$ cat config.mk
export PLATFORM = sky130hd
export DESIGN_NAME = ps2_mouse_packet_decoder_unit
export DESIGN_NICKNAME = d
export VERILOG_FILES = /design/src/hdl/ps2md_pkg.sv /design/src/hdl/ps2md_assembler.sv /design/src/hdl/ps2_mouse_packet_decoder_unit.sv
export SDC_FILE = /design/constraint.sdc
export NUM_CORES = 1
export LEC_CHECK = 0
export BUFFER_PORTS_ARGS = -buffer_cell sky130_fd_sc_hd__buf_2
export CORE_ASPECT_RATIO = 0.9
export CORE_MARGIN = 4
export CORE_UTILIZATION = 43
export DETAILED_ROUTE_END_ITERATION = 7
export HOLD_SLACK_MARGIN = 0.03
export PLACE_DENSITY_LB_ADDON = 0.15
export SETUP_SLACK_MARGIN = 0.4
export SLEW_MARGIN = 30
export SYNTH_ARGS = -nofsm -noshare
export SYNTH_HDL_FRONTEND = slang
export SYNTH_SLANG_ARGS = --single-unit
export TNS_END_PERCENT = 5
$ cat constraint.sdc
create_clock -name clk -period 3.9 [get_ports clk]
set_input_delay 0 -clock clk [delete_from_list [all_inputs] [get_ports clk]]
set_output_delay 0 -clock clk [all_outputs]
set_load 0.02 [all_outputs]
$ cat src/hdl/ps2md_pkg.sv
// Shared types and constants for the PS/2 mouse packet decoder.
// Holds the record layout, the queue sizing and the pointer helper.
// No dependencies.
`default_nettype none

package ps2md_pkg;

    // Queue sizing: one slot stays free to tell full from empty
    localparam int QUEUE_DEPTH = 16;
    localparam int PTR_W       = $clog2(QUEUE_DEPTH);

    // Special bytes from the device
    localparam logic [7:0] BYTE_ACK     = 8'hFA;
    localparam logic [7:0] BYTE_TEST_OK = 8'hAA;

    // Header byte bit positions
    localparam int HDR_SYNC   = 3;
    localparam int HDR_X_SIGN = 4;
    localparam int HDR_Y_SIGN = 5;
    localparam int HDR_X_OVF  = 6;
    localparam int HDR_Y_OVF  = 7;

    // Clamp values for an overflowed axis
    localparam logic signed [8:0] AXIS_MIN = -9'sd256;
    localparam logic signed [8:0] AXIS_MAX = 9'sd255;

    // Widths of the packed stream words
    localparam int IN_W  = 8;
    localparam int OUT_W = 40;

    // Decoded movement record as stored in the queue
    typedef struct packed {
        logic signed [7:0] move_wheel;
        logic signed [9:0] move_y;
        logic signed [8:0] move_x;
        logic [2:0]        buttons;
    } rec_t;

    // Control from the assembler to the queue logic
    typedef struct packed {
        logic complete;
        logic attach;
    } asm_ctl_t;

    typedef logic [PTR_W-1:0] ptr_t;

    // Advance a ring pointer, wrapping at the queue depth
    function automatic ptr_t ring_next(input ptr_t p);
        ptr_t n;
        if (p == PTR_W'(QUEUE_DEPTH - 1))
            n = '0;
        else
            n = p + PTR_W'(1);
        return n;
    endfunction

endpackage

`default_nettype wire

$ cat src/hdl/ps2md_assembler.sv
// Packet assembler: collects mouse bytes into 3 or 4 byte packets and decodes them.
// Reports a completed record or the attach sequence to the queue logic.
// Depends on ps2md_pkg.
`default_nettype none

module ps2md_assembler
    import ps2md_pkg::*;
(
    input  wire logic       clk,
    input  wire logic       rst_n,
    input  wire logic       byte_en,
    input  wire logic [7:0] data_byte,
    input  wire logic       wheel_enabled,
    output asm_ctl_t        ctl,
    output rec_t            rec
);

    logic [1:0] count_reg, count_next;
    logic [7:0] hdr_reg, hdr_next;
    logic [7:0] xb_reg, xb_next;
    logic [7:0] yb_reg, yb_next;
    logic [7:0] y_byte;
    logic signed [8:0] ax;
    logic signed [8:0] ay;

    // Step the assembly counter and capture packet bytes
    always_comb
    begin
        count_next = count_reg;
        hdr_next   = hdr_reg;
        xb_next    = xb_reg;
        yb_next    = yb_reg;
        ctl        = '0;
        if (byte_en)
        begin
            unique case (count_reg)
                2'd0:
                begin
                    if (data_byte[HDR_SYNC] && data_byte != BYTE_ACK)
                    begin
                        hdr_next   = data_byte;
                        count_next = 2'd1;
                    end
                end
                2'd1:
                begin
                    if (hdr_reg == BYTE_TEST_OK && data_byte == 8'h00)
                    begin
                        count_next = 2'd0;
                        ctl.attach = 1'b1;
                    end
                    else
                    begin
                        xb_next    = data_byte;
                        count_next = 2'd2;
                    end
                end
                2'd2:
                begin
                    yb_next = data_byte;
                    if (wheel_enabled)
                        count_next = 2'd3;
                    else
                    begin
                        count_next   = 2'd0;
                        ctl.complete = 1'b1;
                    end
                end
                default:
                begin
                    count_next   = 2'd0;
                    ctl.complete = 1'b1;
                end
            endcase
        end
    end

    // Hold the assembly state
    always_ff @(posedge clk or negedge rst_n)
    begin
        if (!rst_n)
            count_reg <= 2'd0;
        else
            count_reg <= count_next;
    end

    // Packet bytes carry no reset
    always_ff @(posedge clk)
    begin
        hdr_reg <= hdr_next;
        xb_reg  <= xb_next;
        yb_reg  <= yb_next;
    end

    // Decode the packet; the Y byte comes straight from the input on a 3 byte packet
    always_comb
    begin
        y_byte = (count_reg == 2'd2) ? data_byte : yb_reg;

        if (hdr_reg[HDR_X_OVF])
            ax = hdr_reg[HDR_X_SIGN] ? AXIS_MIN : AXIS_MAX;
        else
            ax = {hdr_reg[HDR_X_SIGN], xb_reg};

        if (hdr_reg[HDR_Y_OVF])
            ay = hdr_reg[HDR_Y_SIGN] ? AXIS_MIN : AXIS_MAX;
        else
            ay = {hdr_reg[HDR_Y_SIGN], y_byte};

        rec.buttons    = hdr_reg[2:0];
        rec.move_x     = ax;
        rec.move_y     = 10'sd0 - {ay[8], ay};
        rec.move_wheel = wheel_enabled ? data_byte : 8'h00;
    end

endmodule

`default_nettype wire

$ cat src/hdl/ps2_mouse_packet_decoder_unit.sv
// PS/2 mouse packet decoder, top level: stream ports, record queue memory and output stages.
// Depends on ps2md_pkg and ps2md_assembler.
//
// Usage:
//   Input words arrive on s_tvalid/s_tready/s_tdata/s_tuser. s_tuser = 0 carries a mouse
//   byte in s_tdata[7:0]; s_tuser = 1 is a read request that pops one queued record.
//   Every input word gives exactly one result word on m_tvalid/m_tready/m_tdata.
//   The wheel register is written on cfg_valid/cfg_ready/cfg_data; the user must write it
//   only while the block is idle, which the block does not enforce. cfg_ready is always high.
// Pipeline and throughput:
//   A result passes the queue memory read register with stage A, then the output register
//   of stage B. One word per cycle is taken unless the output stalls, set by the single
//   read-modify-write of the pointers and the synchronous queue memory.
// Reset:
//   rst_n clears the assembly counter, both queue pointers, the wheel register and the valid
//   bits of both stages. The queue memory is not cleared; only written entries are read.
// Stall:
//   With m_tready low the output register holds and the stage behind it can still take one
//   more word; after that s_tready drops until the result is taken.
`default_nettype none

module ps2_mouse_packet_decoder_unit
    import ps2md_pkg::*;
(
    input  wire logic             clk,
    input  wire logic             rst_n,
    // Input stream
    input  wire logic             s_tvalid,
    output logic                  s_tready,
    input  wire logic [IN_W-1:0]  s_tdata,   // [7:0] data_byte
    input  wire logic             s_tuser,   // [0] kind
    // Result stream
    output logic                  m_tvalid,
    input  wire logic             m_tready,
    output logic [OUT_W-1:0]      m_tdata,   // [0] record_queued, [1] record_dropped,
                                             // [2] device_attached, [3] record_valid,
                                             // [6:4] buttons, [15:7] move_x,
                                             // [25:16] move_y, [33:26] move_wheel,
                                             // [39:34] zero
    // Configuration write
    input  wire logic             cfg_valid,
    output logic                  cfg_ready,
    input  wire logic             cfg_data
);

    logic     wheel_reg;
    logic     s_acc;
    logic     byte_en;
    logic     rd_req;
    asm_ctl_t actl;
    rec_t     arec;

    ptr_t rp_reg, rp_next;
    ptr_t wp_reg, wp_next;
    logic empty;
    logic full;
    logic wr_en;
    logic rd_en;
    logic drop;

    rec_t mem [QUEUE_DEPTH];
    rec_t rd_data_reg;

    logic       a_valid_reg;
    logic [3:0] a_flags_reg, a_flags_next;
    logic       a_move;

    logic             b_valid_reg;
    logic [OUT_W-1:0] b_data_reg, b_data_next;

    assign cfg_ready = 1'b1;
    assign a_move    = !b_valid_reg || m_tready;
    assign s_tready  = !a_valid_reg || a_move;
    assign s_acc     = s_tvalid && s_tready;
    assign byte_en   = s_acc && !s_tuser;
    assign rd_req    = s_acc && s_tuser;

    // Hold the wheel register
    always_ff @(posedge clk or negedge rst_n)
    begin
        if (!rst_n)
            wheel_reg <= 1'b0;
        else if (cfg_valid && cfg_ready)
            wheel_reg <= cfg_data;
    end

    ps2md_assembler u_asm (
        .clk           (clk),
        .rst_n         (rst_n),
        .byte_en       (byte_en),
        .data_byte     (s_tdata[7:0]),
        .wheel_enabled (wheel_reg),
        .ctl           (actl),
        .rec           (arec)
    );

    // Queue control: push, pop and flush
    always_comb
    begin
        empty   = (rp_reg == wp_reg);
        full    = (ring_next(wp_reg) == rp_reg);
        wr_en   = actl.complete && !full;
        drop    = actl.complete && full;
        rd_en   = rd_req && !empty;
        rp_next = rp_reg;
        wp_next = wp_reg;
        if (actl.attach)
        begin
            rp_next = '0;
            wp_next = '0;
        end
        else
        begin
            if (wr_en)
                wp_next = ring_next(wp_reg);
            if (rd_en)
                rp_next = ring_next(rp_reg);
        end
        a_flags_next = {rd_en, actl.attach, drop, wr_en};
    end

    always_ff @(posedge clk or negedge rst_n)
    begin
        if (!rst_n)
        begin
            rp_reg <= '0;
            wp_reg <= '0;
        end
        else
        begin
            rp_reg <= rp_next;
            wp_reg <= wp_next;
        end
    end

    // Queue memory: one write and one registered read per cycle
    always_ff @(posedge clk)
    begin
        if (wr_en)
            mem[wp_reg] <= arec;
        if (rd_en)
            rd_data_reg <= mem[rp_reg];
    end

    // Stage A: flags beside the memory read data
    always_ff @(posedge clk or negedge rst_n)
    begin
        if (!rst_n)
        begin
            a_valid_reg <= 1'b0;
            a_flags_reg <= 4'b0;
        end
        else if (s_tready)
        begin
            a_valid_reg <= s_acc;
            a_flags_reg <= a_flags_next;
        end
    end

    // Format the result word; zero the record fields unless a record was popped
    always_comb
    begin
        b_data_next        = '0;
        b_data_next[3:0]   = a_flags_reg;
        if (a_flags_reg[3])
        begin
            b_data_next[6:4]   = rd_data_reg.buttons;
            b_data_next[15:7]  = rd_data_reg.move_x;
            b_data_next[25:16] = rd_data_reg.move_y;
            b_data_next[33:26] = rd_data_reg.move_wheel;
        end
    end

    // Stage B: output register
    always_ff @(posedge clk or negedge rst_n)
    begin
        if (!rst_n)
            b_valid_reg <= 1'b0;
        else if (a_move)
            b_valid_reg <= a_valid_reg;
    end

    always_ff @(posedge clk)
    begin
        if (a_move && a_valid_reg)
            b_data_reg <= b_data_next;
    end

    assign m_tvalid = b_valid_reg;
    assign m_tdata  = b_data_reg;

endmodule

`default_nettype wire

After elaboration in Yosys (flattened, before gate mapping). Memory sizes are Yosys's and may differ from the RTL's. A register that Yosys moved wholly into a read port is not among the register bits. Index checks and enable logic that the tools add are counted. Widths: inputs -> output; s select.

Bits in registers: 75. Bits in read-only memories: 0. Latch bits: 0. Input bits: 15. Logic and storage cells: 73. Memory bits (writable): 480. Output and inout bits: 43. Memories: 1.

Memories: mem (words 16, bits a word 30, rd ports 1, clocked after Yosys merged registers in 1, wr ports 1, line ps2_mouse_packet_decoder_unit.sv:61) `rec_t mem [QUEUE_DEPTH];`.

Multiply operators: 0. Equality and inequality tests: 9. Order comparisons: 0. Div/mod/pow operators: 0. Muxes and demuxes: 23. Reduce and logical (&&, ||, !) cells: 24. Bitwise logic cells: 1. Shift operators: 0. $add $sub $neg: 3.

Operators with widths (count): $mux 9 (4); $mux 4 (6); $mux 8 (2); $sub 1x9->10 const A (1); $logic_and 1x1->1 (9); $add 4x1->4 const B (2); $eq 4x4->1 (2); $eq 4x4->1 const B (2); $eq 8x8->1 const B (1); $logic_not 8->1 (1); $mux 2 (4); $ne 8x8->1 const B (1); $pmux 2 s3 (1); $reduce_and 3->1 (2); $logic_not 1->1 (5); $mux 1 (5); $reduce_bool 2->1 (2); $eq 2x1->1 const B (1); $eq 2x2->1 const B (1); $logic_not 2->1 (1); $logic_or 1x1->1 (2); $ne 2x1->1 const B (1); $pmux 1 s2 (1); $reduce_and 2->1 (1); 2 further kinds (2).

Longest topological paths before layout.
Word-level depth: 9. Depth in mapped cells: 10. Gate-level depth less buffers: 8.

Hierarchy. From an unflattened synthesis, not the netlist that was laid out.

Cell total of the unflattened synthesis: 1016. Area, all modules: 22765.6 sq um.

Modules (own cells, without submodules): ps2_mouse_packet_decoder_unit (sequential area each 16711.0 sq um, times used 1, area an instance 21264.1 sq um, cells each 886); ps2md_assembler (sequential area each 770.7 sq um, times used 1, area an instance 1501.4 sq um, cells each 130).

Least setup slack after synthesis. OpenSTA, ideal clock, no wires.

Path type: register to register. Start: register b_valid_reg, in the netlist m_tvalid. End: memory mem[3][0] (netlist bit) (enable). Library setup time: 0.455 ns. Required time: 3.445 ns. Clock period less this slack: 3.978 ns. Data arrival time: 3.524 ns. Slack: -0.078 ns. Cell stages (with the launch flop): 8. Path buffers: 2. Cells stage by stage: dfrtp_1 -> and3b_1 -> buf_2 -> inv_2 -> and4_1 -> clkbuf_1 -> o211ai_1 -> nor3_1.

Word-level cells in the longest chain between the ends: 9.

RTL lines: start: declaration (line ps2_mouse_packet_decoder_unit.sv:68) `logic b_valid_reg;`; start signal: assignment (line ps2_mouse_packet_decoder_unit.sv:180) `b_valid_reg <= a_valid_reg;`; $logic_not 1->1 (line ps2_mouse_packet_decoder_unit.sv:72) `assign a_move = !b_valid_reg || m_tready;`; $logic_or 1x1->1 (line ps2_mouse_packet_decoder_unit.sv:72); $logic_or 1x1->1 (line ps2_mouse_packet_decoder_unit.sv:73) `assign s_tready = !a_valid_reg || a_move;`; via s_tready (line ps2_mouse_packet_decoder_unit.sv:29) `output logic s_tready,`; $logic_and 1x1->1 (line ps2_mouse_packet_decoder_unit.sv:74) `assign s_acc = s_tvalid && s_tready;`; $logic_and 1x1->1 (line ps2_mouse_packet_decoder_unit.sv:75) `assign byte_en = s_acc && !s_tuser;`; $mux 2 (line ps2md_assembler.sv:34) `if (byte_en)`; $logic_and 1x1->1 (line ps2_mouse_packet_decoder_unit.sv:102) `wr_en = actl.complete && !full;`; $mux 1 (line ps2_mouse_packet_decoder_unit.sv:139) `if (wr_en)`; $mux 1 (not written as such) (line ps2_mouse_packet_decoder_unit.sv:140) `mem[wp_reg] <= arec;`; end: declaration (line ps2_mouse_packet_decoder_unit.sv:61).

The timed path passes the listed nets, and every way through them passes these cells.

Final worst setup path.
Start: register wp_reg[0]. End: memory mem[15][8] (netlist bit) (enable).

Word-level cells in the longest chain between the ends: 7. Elaborated cells between the ends (all ways): 8. Those cells by class: add/sub: 1; eq/ne: 2; mux: 3; reduce/logical: 2.

RTL lines: start: declaration (line ps2_mouse_packet_decoder_unit.sv:54) `ptr_t wp_reg, wp_next;`; start signal: assignment (line ps2_mouse_packet_decoder_unit.sv:132) `wp_reg <= wp_next;`; $add 4x1->4 or $eq 4x4->1 (tied branches) (line ps2md_pkg.sv:53, ps2md_pkg.sv:50); $mux 4 (line ps2md_pkg.sv:50) `if (p == PTR_W'(QUEUE_DEPTH - 1))`; $eq 4x4->1 (line ps2_mouse_packet_decoder_unit.sv:101) `full = (ring_next(wp_reg) == rp_reg);`; $logic_not 1->1 (line ps2_mouse_packet_decoder_unit.sv:102); $logic_and 1x1->1 (line ps2_mouse_packet_decoder_unit.sv:102); $mux 1 (line ps2_mouse_packet_decoder_unit.sv:139); $mux 1 (not written as such) (line ps2_mouse_packet_decoder_unit.sv:140).

Parallel ways exist; a longest one is shown, timed or not.

==> reports/results.ini <==
[run_status]
status=finished, final reports clean

[final_layout]
area_growth_pct=14.60
drive_gt1_frac=0.3145
fillerInstances=4201
finish.utilization=0.5002
largest_reg_flops=480
diodes=0
layout.cells.non_filler=1874
layout.cells.most_common=edfxtp_1
mostFrequentLayoutCells=edfxtp_1 (568), mux4_2 (150), clkbuf_16 (58), buf_2 (51), and2_1 (41)
final_area_um2=26010
fin_nets=1159

[timing]
finalHoldViolations=0
drv_slew=0
min_period_ns=2.970
setup_viol=0
worst_slew_pin_slew_ns=0.9214
fmax_ghz=0.3366
rsz0062_at_grt=no
tns_ns=0
min_period_over_period=0.7617
fin_skew_ns=0.01693
slew_headroom=0.3848
holdWs_ns=0.1977

[worst_hold_path]
holdCritPathClass=primary input to flip-flop
hold_depth=3
worstHoldStart=cfg_valid
holdPathEnd=wheel_reg

[clocking]
clockBufferDepth=3
numCtsBuffers=57
cts_resized=0
clk_pin_slew_ns=0.06
cts_sinks=585
cts_max_level=2
cts_root_buffer=clkbuf_16
worst_skew_pair.late_latency_ns=0.60
tritoncts=done

[critical_path]
required_ns=4.12
worst_r2r_startpoint=wp_reg[0]
path_class=flip-flop to flip-flop
worstPathArrival_ns=3.19
start_kind=flip-flop
r2r_cells=7
r2r-end=mem[15][8]
worstSetupEndpointType=flip-flop
rrSetupSlack_ns=0.93
crit_fanout=30

[placement]
dp_cells=1751
dp_hpwl_mm=26.89
dpl_cell_area_um2=24040
gp_congestion=0.7787
io_buffers=50

[die]
pin_count=58
die_x_um=250.2
die_area_um2=56520
die_h_um=225.9
coreArea_um2=51990
start_util=0.4365
num_rows=79

[synthesis]
ys_seq_area_frac=0.7703
synth_edf_count=568
ys.flop_type=edfxtp_1
syn_inst=1018
syn_area_um2=22690
yosysUniqueCellTypes=59
yosys_warnings=0
ys_seq_elements=585
synth.avg_cell_area_um2=22.29
ys_async_sr_fraction=0.02906

[run]
drv_cap=0

[grt]
grt_max_degree=72
grt_first_pass_wirelength_mm=73.52
track_usage=0.1782
grt_antenna_before_repair=0
grt_pass1_vias=10695
grt_overflow=0

[route]
drc=0
via_per_inst=5.562
antenna_left=0
dr.first_iter.drc_count=975
wl_per_cell_um=26.64
dr.pass1.iters=5
vias=10423
wl_mm=49.93

[power_and_ir_drop]
p_leak_nw=8.464
p_per_area_nw_per_um2=640.8
irDropWorstVdd_uv=438.0

[Yosys cell counts (2+ instances only)]
library cell | instances | share of area
a21oi_1 | 9 | 0.0020
nand2b_1 | 5 | 0.0014
dfrtp_1 | 17 | 0.019
or3b_2 | 2 | 0.00077
nand2_1 | 18 | 0.0030
nand3_1 | 2 | 0.00044
edfxtp_1 | 568 | 0.75
mux2_2 | 3 | 0.0015
ha_1 | 6 | 0.0033
or4_1 | 2 | 0.00066
buf_1 | 9 | 0.0015
buf_6 | 9 | 0.0045
o211ai_1 | 3 | 0.00099
mux4_2 | 150 | 0.15
conb_1 | 2 | 0.00033
xor2_1 | 2 | 0.00077
buf_4 | 7 | 0.0023
nor2_1 | 12 | 0.0020
inv_1 | 16 | 0.0026
a21o_1 | 4 | 0.0013
clkbuf_1 | 18 | 0.0030
nor4_2 | 2 | 0.0011
and2_1 | 42 | 0.012
o31ai_2 | 2 | 0.0011
o21a_1 | 2 | 0.00066
o21ai_0 | 16 | 0.0035
buf_2 | 15 | 0.0033
and3b_1 | 6 | 0.0023
and3_1 | 15 | 0.0041
nand4_1 | 3 | 0.00083
a211oi_1 | 3 | 0.00099
nor4_1 | 2 | 0.00055
xnor2_1 | 12 | 0.0046
mux2i_1 | 4 | 0.0018
nor2b_1 | 5 | 0.0014
o31ai_1 | 2 | 0.00066
[critical path, stage by stage, from the launching register on]
cell and delay [ns]:
dfrtp_1 0.49, ha_1 0.35, nand3_1 0.20, o22ai_1 0.11
o211ai_1 0.45, o21a_4 0.30, nor2b_4 0.16, buf_4 0.51
[per-stage QoR]
step | power, mW | setup WS (ns)
after floorplan | 10.65 | 0.5092
after global placement | 11.60 | 0.9139
after detailed placement | 11.60 | 0.8075
after CTS | 16.90 | 0.7876
after global routing | 17.43 | 0.7820
final | 16.67 | 0.9295
[what timing repair did]
item	in CTS	in global routing
buffers inserted	0	0
endpoints found under the setup margin	0	0
hold endpoints to repair	56	17
hold buffers	15	1
[how the worst max path moves through the flow]
stage          slack, ns          startpoint          to
2_1_floorplan       0.51            m_tvalid  mem[15][0]
4_1_cts             0.79  u_asm.count_reg[1]  mem[0][18]
3_5_place_dp        0.81  u_asm.count_reg[1]  mem[8][18]
6_report            0.93           wp_reg[0]  mem[15][8]
5_1_grt             0.78           wp_reg[0]  mem[15][8]
3_3_place_gp        0.91  u_asm.count_reg[1]  mem[8][18]
[cell families (layout without fill, tap and decap cells)]
logic type                 count (synthesis)  after routing  share of synthesized area
DFF                                      585            585                     0.7703
and+or+nand+nor                          126            126                    0.03462
AOI/OAI and AO/OA                         51             51                    0.01571
xor gates and xnor gates                  14             14                   0.005403
buffers and inverters                     76            239                    0.01753
muxes                                    158            158                     0.1528
adders and majority gates                  6              6                   0.003308
other                                      2              7                  0.0003309
[routing by layer]
layer | up-vias | routed length (um) | part of all wire | GRT usage
li1 | 4461 | - | - | -
met2 | 278 | 23550 | 0.47 | 0.2793
met4 | 0 | 860 | 0.017 | 0.04151
met3 | 67 | 2403 | 0.048 | 0.02798
met5 | - | 0 | 0 | 0
met1 | 5617 | 23120 | 0.46 | 0.2682
[final cells by class]
class	instances	area, um2	share of cell area
Clock inverter	35	282.8	0.01087
Inverter	18	67.56	0.002598
Clock buffer	72	1504	0.05782
Timing Repair Buffer	114	890.9	0.03425
Multi-Input combinational cell	362	4912	0.1889
Tap cell	688	860.8	0.03310
Sequential cell	585	17490	0.6725
[power by group]
part           total, mW  switching (mW)  leakage (nW)  internal [mW]
Sequential          7.69           0.295          5.38           7.39
Clock               5.28            2.28         0.866           2.99
Combinational       3.70            1.80          2.21           1.91
Power figures use the tool's default switching activity.
